==> config.mk <==
export PLATFORM = sky130hd
export DESIGN_NAME = c_subset_lexer
export DESIGN_NICKNAME = d
export VERILOG_FILES = /design/src/sv/csl_pkg.sv /design/src/sv/csl_front.sv /design/src/sv/csl_cmd_fifo.sv /design/src/sv/csl_back.sv /design/src/sv/c_subset_lexer.sv
export SDC_FILE = /design/constraint.sdc
export NUM_CORES = 1
export LEC_CHECK = 0
export BUFFER_PORTS_ARGS = -buffer_cell sky130_fd_sc_hd__buf_2
export CAP_MARGIN = 0
export CORE_AREA = 2 2 177 179
export CTS_CLUSTER_DIAMETER = 40
export CTS_CLUSTER_SIZE = 40
export DETAILED_ROUTE_END_ITERATION = 7
export DIE_AREA = 0 0 179 181
export GPL_TIMING_DRIVEN = 0
export PLACE_DENSITY = 0.8
export REMOVE_ABC_BUFFERS = 1
export SLEW_MARGIN = 20
export SYNTH_ARGS = -nofsm -noshare
export SYNTH_HDL_FRONTEND = slang
export SYNTH_SLANG_ARGS = --single-unit
==> constraint.sdc <==
create_clock -name clk -period 3.8 [get_ports clk]
set_input_delay 0.76 -clock clk [delete_from_list [all_inputs] [get_ports clk]]
set_output_delay 0.76 -clock clk [all_outputs]
set_load 0.1 [all_outputs]
==> src/sv/csl_pkg.sv <==
// ---------------------------------------------------------------------------
// csl_pkg: shared types and constants for the C subset lexer
// Character classes, keyword table, lexer mode codes and the command word
// passed from the front end to the back end.
// ---------------------------------------------------------------------------
`timescale 1ns / 1ps
`default_nettype none

package csl_pkg;

  localparam int MAX_TOKEN = 32;
  localparam int LEN_W     = $clog2(MAX_TOKEN + 1);
  localparam int POS_W     = $clog2(MAX_TOKEN);
  localparam int NUM_KW    = 4;

  localparam int FIFO_DEPTH = 4;
  localparam int FIFO_AW    = $clog2(FIFO_DEPTH);

  // lexer modes
  localparam logic [2:0] MODE_IDLE = 3'd0;
  localparam logic [2:0] MODE_WORD = 3'd1;
  localparam logic [2:0] MODE_NUM  = 3'd2;
  localparam logic [2:0] MODE_BAD  = 3'd3;
  localparam logic [2:0] MODE_STR  = 3'd4;

  // token classes
  localparam logic [2:0] CLS_KEYWORD = 3'd0;
  localparam logic [2:0] CLS_IDENT   = 3'd1;
  localparam logic [2:0] CLS_NUMBER  = 3'd2;
  localparam logic [2:0] CLS_INVALID = 3'd3;
  localparam logic [2:0] CLS_SYMBOL  = 3'd4;
  localparam logic [2:0] CLS_STRING  = 3'd5;

  // follow-up action of a command
  localparam logic [1:0] ACT_NONE   = 2'd0;
  localparam logic [1:0] ACT_APPEND = 2'd1;
  localparam logic [1:0] ACT_SYMBOL = 2'd2;

  localparam logic [7:0] CH_QUOTE      = 8'h22;
  localparam logic [7:0] CH_UNDERSCORE = 8'h5F;

  // one command: optional flush of the buffered token, then one action
  typedef struct packed {
    logic             do_flush;
    logic [2:0]       cls;
    logic [LEN_W-1:0] len;
    logic             trunc;
    logic [1:0]       act;
    logic [7:0]       data;
    logic [POS_W-1:0] pos;
  } cmd_t;

  function automatic logic is_letter(input logic [7:0] c);
    return (c >= 8'h61 && c <= 8'h7A) || (c >= 8'h41 && c <= 8'h5A);
  endfunction

  function automatic logic is_digit(input logic [7:0] c);
    return c >= 8'h30 && c <= 8'h39;
  endfunction

  // ( ) + - * / { } ; > < =
  function automatic logic is_symbol(input logic [7:0] c);
    return c == 8'h28 || c == 8'h29 || c == 8'h2B || c == 8'h2D ||
           c == 8'h2A || c == 8'h2F || c == 8'h7B || c == 8'h7D ||
           c == 8'h3B || c == 8'h3E || c == 8'h3C || c == 8'h3D;
  endfunction

  // int, void, printf, main
  function automatic logic [2:0] kw_len(input logic [1:0] k);
    logic [2:0] r;
    unique case (k)
      2'd0:    r = 3'd3;
      2'd1:    r = 3'd4;
      2'd2:    r = 3'd6;
      default: r = 3'd4;
    endcase
    return r;
  endfunction

  function automatic logic [7:0] kw_char(input logic [1:0] k, input logic [2:0] p);
    logic [7:0] r;
    r = 8'h00;
    unique case (k)
      2'd0: begin
        unique case (p)
          3'd0:    r = "i";
          3'd1:    r = "n";
          3'd2:    r = "t";
          default: r = 8'h00;
        endcase
      end
      2'd1: begin
        unique case (p)
          3'd0:    r = "v";
          3'd1:    r = "o";
          3'd2:    r = "i";
          3'd3:    r = "d";
          default: r = 8'h00;
        endcase
      end
      2'd2: begin
        unique case (p)
          3'd0:    r = "p";
          3'd1:    r = "r";
          3'd2:    r = "i";
          3'd3:    r = "n";
          3'd4:    r = "t";
          3'd5:    r = "f";
          default: r = 8'h00;
        endcase
      end
      default: begin
        unique case (p)
          3'd0:    r = "m";
          3'd1:    r = "a";
          3'd2:    r = "i";
          3'd3:    r = "n";
          default: r = 8'h00;
        endcase
      end
    endcase
    return r;
  endfunction

endpackage

`default_nettype wire

==> src/sv/csl_front.sv <==
// ---------------------------------------------------------------------------
// csl_front: character classifier and lexer mode tracking
// Tracks mode, length, keyword mask and overflow; turns each byte into at
// most one command for the back end.
// ---------------------------------------------------------------------------
`timescale 1ns / 1ps
`default_nettype none

module csl_front
  import csl_pkg::*;
(
  input  wire logic       clk,
  input  wire logic       rst,
  input  wire logic       accept,
  input  wire logic [7:0] in_byte,
  input  wire logic       end_of_input,
  output cmd_t            cmd,
  output logic            cmd_valid
);

  logic [2:0]       mode, mode_next;
  logic [LEN_W-1:0] len, len_next;
  logic [NUM_KW-1:0] mask, mask_next;
  logic             ovf, ovf_next;

  logic             c_letter, c_digit, c_word;
  logic             flush, start_idle, app;
  logic [LEN_W-1:0] base_len;
  logic [NUM_KW-1:0] base_mask, hits;
  logic             base_ovf;
  logic             kw_hit;

  assign c_letter = is_letter(in_byte);
  assign c_digit  = is_digit(in_byte);
  assign c_word   = c_letter || c_digit || (in_byte == CH_UNDERSCORE);

  // keyword still possible at flush time
  always_comb begin
    kw_hit = 1'b0;
    for (int k = 0; k < NUM_KW; k++) begin
      if (mask[k] && len == LEN_W'(kw_len(2'(k)))) kw_hit = 1'b1;
    end
  end

  always_comb begin
    flush      = 1'b0;
    start_idle = 1'b0;
    app        = 1'b0;
    mode_next  = mode;

    if (end_of_input) begin
      flush     = (mode != MODE_IDLE);
      mode_next = MODE_IDLE;
    end else begin
      unique case (mode)
        MODE_WORD: begin
          if (c_word) app = 1'b1;
          else begin
            flush      = 1'b1;
            start_idle = 1'b1;
          end
        end
        MODE_NUM: begin
          if (c_digit) app = 1'b1;
          else if (c_letter) mode_next = MODE_BAD;
          else begin
            flush      = 1'b1;
            start_idle = 1'b1;
          end
        end
        MODE_BAD: begin
          if (!(c_letter || c_digit)) begin
            flush      = 1'b1;
            start_idle = 1'b1;
          end
        end
        MODE_STR: begin
          if (in_byte == CH_QUOTE) begin
            flush     = 1'b1;
            mode_next = MODE_IDLE;
          end else app = 1'b1;
        end
        default: start_idle = 1'b1;
      endcase
    end

    if (end_of_input) begin
      // nothing more to start
    end else if (start_idle) begin
      mode_next = MODE_IDLE;
      if (c_letter || in_byte == CH_UNDERSCORE) begin
        app       = 1'b1;
        mode_next = MODE_WORD;
      end else if (c_digit) begin
        app       = 1'b1;
        mode_next = MODE_NUM;
      end else if (in_byte == CH_QUOTE) begin
        mode_next = MODE_STR;
      end
    end
  end

  // token state that the appended byte builds on
  always_comb begin
    if (flush || start_idle || end_of_input) begin
      base_len  = '0;
      base_mask = '1;
      base_ovf  = 1'b0;
    end else begin
      base_len  = len;
      base_mask = mask;
      base_ovf  = ovf;
    end
    for (int k = 0; k < NUM_KW; k++) begin
      hits[k] = (base_len < LEN_W'(kw_len(2'(k)))) &&
                (kw_char(2'(k), base_len[2:0]) == in_byte);
    end
  end

  always_comb begin
    len_next  = base_len;
    mask_next = base_mask;
    ovf_next  = base_ovf;

    cmd          = '0;
    cmd.do_flush = flush;
    cmd.data     = in_byte;
    cmd.pos      = base_len[POS_W-1:0];
    cmd.act      = ACT_NONE;
    cmd.len      = len;
    cmd.trunc    = ovf;
    unique case (mode)
      MODE_WORD: cmd.cls = (!ovf && kw_hit) ? CLS_KEYWORD : CLS_IDENT;
      MODE_NUM:  cmd.cls = CLS_NUMBER;
      MODE_BAD: begin
        cmd.cls   = CLS_INVALID;
        cmd.len   = '0;
        cmd.trunc = 1'b0;
      end
      default:   cmd.cls = CLS_STRING;
    endcase

    if (app) begin
      if (base_len < LEN_W'(MAX_TOKEN)) begin
        cmd.act   = ACT_APPEND;
        len_next  = base_len + 1'b1;
        mask_next = base_mask & hits;
      end else begin
        ovf_next  = 1'b1;
        mask_next = '0;
      end
    end else if (start_idle && !end_of_input && is_symbol(in_byte)) begin
      cmd.act = ACT_SYMBOL;
    end

    cmd_valid = accept && (flush || cmd.act != ACT_NONE);
  end

  always_ff @(posedge clk) begin
    if (rst) begin
      mode <= MODE_IDLE;
      len  <= '0;
      mask <= '1;
      ovf  <= 1'b0;
    end else if (accept) begin
      mode <= mode_next;
      len  <= len_next;
      mask <= mask_next;
      ovf  <= ovf_next;
    end
  end

endmodule

`default_nettype wire

==> src/sv/csl_cmd_fifo.sv <==
// ---------------------------------------------------------------------------
// csl_cmd_fifo: command queue between front and back end
// Small register FIFO; the head is visible while not empty.
// ---------------------------------------------------------------------------
`timescale 1ns / 1ps
`default_nettype none

module csl_cmd_fifo
  import csl_pkg::*;
(
  input  wire logic clk,
  input  wire logic rst,
  input  wire logic push,
  input  wire cmd_t push_data,
  input  wire logic pop,
  output cmd_t      head,
  output logic      head_valid,
  output logic      full
);

  cmd_t               mem [FIFO_DEPTH];
  logic [FIFO_AW-1:0] wr_ptr, rd_ptr;
  logic [FIFO_AW:0]   count;

  assign head       = mem[rd_ptr];
  assign head_valid = (count != '0);
  assign full       = (count == (FIFO_AW+1)'(FIFO_DEPTH));

  always_ff @(posedge clk) begin
    if (push) mem[wr_ptr] <= push_data;
  end

  always_ff @(posedge clk) begin
    if (rst) begin
      wr_ptr <= '0;
      rd_ptr <= '0;
      count  <= '0;
    end else begin
      if (push) wr_ptr <= wr_ptr + 1'b1;
      if (pop)  rd_ptr <= rd_ptr + 1'b1;
      if (push && !pop)      count <= count + 1'b1;
      else if (pop && !push) count <= count - 1'b1;
    end
  end

endmodule

`default_nettype wire

==> src/sv/csl_back.sv <==
// ---------------------------------------------------------------------------
// csl_back: command executor and result output stage
// Owns the token buffer, writes appended bytes and drains flushed tokens
// one result per cycle into the output register while it is free or being read.
// ---------------------------------------------------------------------------
`timescale 1ns / 1ps
`default_nettype none

module csl_back
  import csl_pkg::*;
(
  input  wire logic       clk,
  input  wire logic       rst,
  input  wire cmd_t       head,
  input  wire logic       head_valid,
  output logic            pop,
  output logic            out_valid,
  input  wire logic       out_ready,
  output logic [2:0]      out_class,
  output logic [7:0]      out_byte,
  output logic            out_has,
  output logic            out_last,
  output logic            out_trunc
);

  logic [7:0]       store [MAX_TOKEN];
  logic [POS_W-1:0] idx, idx_next;
  logic             in_act, in_act_next;

  logic             load_ok, load, flushing, empty_tok, last_item, wr_en;
  logic [2:0]       n_class;
  logic [7:0]       n_byte;
  logic             n_has, n_last, n_trunc;

  assign load_ok   = !out_valid || out_ready;
  assign flushing  = head_valid && head.do_flush && !in_act;
  assign empty_tok = (head.len == '0);
  assign last_item = empty_tok || ((LEN_W'(idx) + 1'b1) == head.len);

  always_comb begin
    load        = 1'b0;
    pop         = 1'b0;
    wr_en       = 1'b0;
    idx_next    = idx;
    in_act_next = in_act;
    n_class     = head.cls;
    n_byte      = empty_tok ? 8'h00 : store[idx];
    n_has       = !empty_tok;
    n_last      = last_item;
    n_trunc     = head.trunc;

    if (flushing) begin
      if (load_ok) begin
        load = 1'b1;
        if (last_item) begin
          idx_next = '0;
          // an append can share the cycle of the last read
          if (head.act == ACT_SYMBOL) in_act_next = 1'b1;
          else begin
            pop   = 1'b1;
            wr_en = (head.act == ACT_APPEND);
          end
        end else idx_next = idx + 1'b1;
      end
    end else if (head_valid) begin
      n_class = CLS_SYMBOL;
      n_byte  = head.data;
      n_has   = 1'b1;
      n_last  = 1'b1;
      n_trunc = 1'b0;
      unique case (head.act)
        ACT_APPEND: begin
          wr_en       = 1'b1;
          pop         = 1'b1;
          in_act_next = 1'b0;
        end
        ACT_SYMBOL: begin
          if (load_ok) begin
            load        = 1'b1;
            pop         = 1'b1;
            in_act_next = 1'b0;
          end
        end
        default: begin
          pop         = 1'b1;
          in_act_next = 1'b0;
        end
      endcase
    end
  end

  always_ff @(posedge clk) begin
    if (wr_en) store[head.pos] <= head.data;
  end

  always_ff @(posedge clk) begin
    if (load) begin
      out_class <= n_class;
      out_byte  <= n_byte;
      out_has   <= n_has;
      out_last  <= n_last;
      out_trunc <= n_trunc;
    end
  end

  always_ff @(posedge clk) begin
    if (rst) begin
      out_valid <= 1'b0;
      idx       <= '0;
      in_act    <= 1'b0;
    end else begin
      idx    <= idx_next;
      in_act <= in_act_next;
      if (load)           out_valid <= 1'b1;
      else if (out_ready) out_valid <= 1'b0;
    end
  end

endmodule

`default_nettype wire

==> src/sv/c_subset_lexer.sv <==
// ---------------------------------------------------------------------------
// c_subset_lexer: byte-stream tokenizer for a small C subset
// Classifies source bytes into keyword, identifier, number, invalid, symbol
// and string tokens and streams each token out as a run of bytes.
// ---------------------------------------------------------------------------
// The block takes one source byte per transaction on the s_ side (s_tlast
// marks end of input: the pending token is flushed, an open string is
// closed) and returns each finished token on the m_ side as a run of
// transactions, one byte each, with m_tlast on the final byte. A byte is
// taken every cycle as long as the 4-entry command queue between the front
// end and the back end has room. The back end drains a token one item per
// cycle through the output register while the receiver is ready; a symbol
// that directly follows a flushed token comes out as its own item after
// the token, and an invalid token or empty string is a single item
// without a byte. Tokens longer than 32 bytes are cut at 32 and carry the
// truncated flag on every item. Whitespace and unknown characters produce
// nothing; the byte that ends an identifier, number or invalid token starts
// the next token. No clearing pass after reset.
// ---------------------------------------------------------------------------
`timescale 1ns / 1ps
`default_nettype none

module c_subset_lexer
  import csl_pkg::*;
(
  input  wire logic       clk,
  input  wire logic       rst,
  // input bytes
  input  wire logic       s_tvalid,
  output logic            s_tready,
  input  wire logic [7:0] s_tdata,   // [7:0] in_byte
  input  wire logic       s_tlast,   // end_of_input
  // token items
  output logic            m_tvalid,
  input  wire logic       m_tready,
  output logic [7:0]      m_tdata,   // [7:0] token_byte
  output logic [4:0]      m_tuser,   // [2:0] token_class, [3] has_byte, [4] truncated
  output logic            m_tlast    // last byte of a token
);

  cmd_t       cmd, head;
  logic       cmd_valid, head_valid, pop, full, accept;
  logic [2:0] out_class;
  logic       out_has, out_trunc;

  // front end may take a byte whenever a command slot is free
  assign s_tready = !full;
  assign accept   = s_tvalid && s_tready;

  csl_front u_front (
    .clk          (clk),
    .rst          (rst),
    .accept       (accept),
    .in_byte      (s_tdata),
    .end_of_input (s_tlast),
    .cmd          (cmd),
    .cmd_valid    (cmd_valid)
  );

  csl_cmd_fifo u_fifo (
    .clk        (clk),
    .rst        (rst),
    .push       (cmd_valid),
    .push_data  (cmd),
    .pop        (pop),
    .head       (head),
    .head_valid (head_valid),
    .full       (full)
  );

  csl_back u_back (
    .clk        (clk),
    .rst        (rst),
    .head       (head),
    .head_valid (head_valid),
    .pop        (pop),
    .out_valid  (m_tvalid),
    .out_ready  (m_tready),
    .out_class  (out_class),
    .out_byte   (m_tdata),
    .out_has    (out_has),
    .out_last   (m_tlast),
    .out_trunc  (out_trunc)
  );

  assign m_tuser = {out_trunc, out_has, out_class};

endmodule

`default_nettype wire

==> results.md <==
- Mux contribution to synthesized area: 0.150
- P_int: 0.00857 W
- Main combinational cell family by area after synthesis: multiplexers
- Run status: complete, no violations
- Seq pwr share: 0.439
- GR Util All Layers: 0.217
- FFs w/ async S/R, synth: 0
- CTS HTree Levels: 2
- Cells after Synth: 950
- Met1 WL: 13800 µm
- Row count: 64
- Synth-to-Final Area Change: 15.5%
- CTS Buf Count: between 40 and 50
- Clock skew: 0.0372 ns
- Syn Area/Cell: about 18 µm²
- Area of the multi-input gates: around 0.005 mm²
- Vias per inst: around 6.3
- # clock sinks: a little over 400
- Psw: 0.00403 W
- Final wirelength: between 30000 and 40000 µm
- Root Buffer: clkbuf_16
- Die area: 0.0324 mm²
- FMAX: roughly 0.27 GHz
- Effective utilization at floorplan: 0.556
- First-pass GRT wire length: between 50000 and 60000 µm
- Pwr dens: approximately 650 mW/mm²
- Simple-gate share of the synthesized area: 0.0684
- Routed WL per cell: ~24 µm
- Initial antenna violation count: 0
- Sequential area share after synthesis: 0.707
- Sequential standard cell area: 0.0119 mm²
- Pins over their slew limit: 0
- Area of the core: about 0.030 mm²
- Gr ovfl total: 0
- Clk slew on worst S/H paths: 0.07 ns
- Crit path arrival time: 3.88 ns
- Net Sw Frac: 0.320
- I/O pin count: 29
- Worst skew pair latency: approximately 0.55 ns
- Routed wl met3: between 2000 and 2500 µm
- ANT cells: 0
- CP endpoint kind: register
- Leak: 6.16 nW
- Layout Nets: 1019
- Synth cell types: 68
- Compound-Gate Fraction of Synth Area: 0.0396
- Vias: 9034
- Antenna violation net count after detailed routing: 0
- Share of cells above drive strength 1: 0.301
- Kind of critical path: register to register
- Critical Path RT: between 3 and 4 ns
- Final hold violation count: 0
- Most common cell after layout, fill and taps aside: edfxtp_1
- FILL cells: 1945
- MaxCap Viol Count: 0
- Worst slew pin tran: around 1.2 ns
- Final Core Density: 0.642
- Largest net degree at the start of global routing: 45
- CP max FO: 17
- Post-Syn Area: roughly 0.017 mm²
- Yosys warns: 0
- Crit share post-route: 0.975
- RSZ-0062 raised after global routing: yes
- Max layer used: met4
- Commonest cells after routing, fill and taps aside: 374 x edfxtp_1, 106 x mux4_2, 46 x nor2_1
- Post-synth EDFFs: around 370
- Final setup viols: 0
- Placed cell count: roughly 1300
- Post-Synth Adder-Cell Area: 0.00934
- IR drop worst, VDD: 0.508 mV
- WL met2: between 15000 and 20000 µm
- Pwr Total: around 0.013 W
- Residual DRC: 0
- First-pass DRT Iterations: 5
- CTS tree: built
- Fin cells: between 1000 and 1500
- Comb power frac: 0.236
- Cts hold-fix bufs: 0
- Iter 0 DRT Violations: ~1000
- Number of global-route vias before repair: about 9000
- Minimum clock period after layout: roughly 3.7 ns
- DP Wirelength: roughly 20000 µm
- Worst Hold Class: register to register
- Rel. slew slack: 0.181
- GP Congestion: approximately 0.85
- Clk pwr share: 0.325
- Height of the die: approximately 180 µm
- Worst setup SP type: register
- Post-Synth XOR/XNOR Area: 0.00831
- Die Width: between 150 and 200 µm
- Min Hold Slack: about 0.50 ns
- Worst-case clock buffer depth: 3
- Buffers on Ports: 28
- Main synth FF type: edfxtp_1
- Yosys reg bits: 409
layout make-up:
class,count,area share
tap,396,0.0254
sequential,409,0.613
multi-input combinational,472,0.260
inverter,17,0.00327
clock inverter,29,0.0154
clock buffer,48,0.0567
timing repair buffer,52,0.0259
through the flow:
step,instance area [µm²],setup slack (ns),TNS (ns)
2_1_floorplan,16600,-0.495,-128.97
3_3_place_gp,17300,-1.90,-577.90
3_5_place_dp,17500,-1.02,-161.19
4_1_cts,19400,-0.0175,-0.293
5_1_grt,19500,-0.0509,-1.51
6_report,19500,0.0966,0
per-layer routing:
layer / vias to the layer above / track usage
li1: 3939 / -
met1: 4630 / 0.294
met5: - / 0
met4: 0 / 0.0774
met3: 82 / 0.0360
met2: 383 / 0.358
registers in the layout, indices dropped and copies added, names as in the netlist, 2 cells and up, named ones only:
register / cells
u_front.mask: 4
u_back.store: 256
u_front.len: 6
u_back.out_class: 3
u_fifo.wr_ptr: 2
u_front.mode: 3
u_fifo.mem: 104
u_back.out_byte: 8
u_fifo.count: 3
u_back.idx: 5
u_fifo.rd_ptr: 2
cell usage after synthesis, types with 8 or more instances:
master	number	area (µm²)
o21ai_0	26	130
nor2_1	49	184
nand3_1	12	60.1
nor2b_1	12	75.1
ha_1	11	138
nand2b_1	8	50.1
dfxtp_1	35	701
and2_1	13	81.3
nor3_1	46	230
inv_1	17	63.8
a21oi_1	26	130
nand2_1	40	150
xor2_1	9	78.8
edfxtp_1	374	11200
mux2i_1	11	110
mux4_2	106	2390
clkbuf_1	33	124
buf_1	10	37.5
final timing paths:
path,to,slack [ns],depth (start not counted),start
worst max-delay path,u_back.store[19][3]$_DFFE_PP_,0.1,8,register
worst min-delay path,u_front.mask[1]$_SDFFE_PP1P_,0.50,2,u_front.mask[1]$_SDFFE_PP1P_
worst max register to register,u_back.store[19][3]$_DFFE_PP_,0.1,8,register
worst min register to register,u_front.mask[1]$_SDFFE_PP1P_,0.50,2,u_front.mask[1]$_SDFFE_PP1P_
power by group through the flow:
stage | logic [W] | registers, W | clock network, W
after floorplan | 0.00140 | 0.00615 | 0
after global placement | 0.00236 | 0.00583 | 0
after detailed placement | 0.00266 | 0.00565 | 0
after CTS | 0.00287 | 0.00555 | 0.00415
after global routing | 0.00314 | 0.00555 | 0.00434
final | 0.00297 | 0.00553 | 0.00410
critical path: stages (launching register included):
cell	delay, ns
dfxtp_4	0.38
buf_12	0.19
mux4_2	0.61
or4_1	0.53
nor3_1	0.31
o21bai_4	0.22
buf_12	0.14
a21oi_4	0.21
nor3_2	0.73
repair_timing:
| action | 4_1_cts | 5_1_grt |
|---|---|---|
| setup buffers | 11 | 7 |
| pin swaps | 17 | 1 |
| endpoints found under the setup margin | 260 | 142 |
| gates cloned | 1 | 0 |
| resized for setup | 45 | 17 |
logic make-up after synthesis:
group / after synthesis
compound gates: 98
xor+xnor: 16
fa+ha+maj: 12
buf+inv: 70
flops: 409
mux: 120
simple gates: 225
Note: power is estimated with default switching activity, not from simulation.
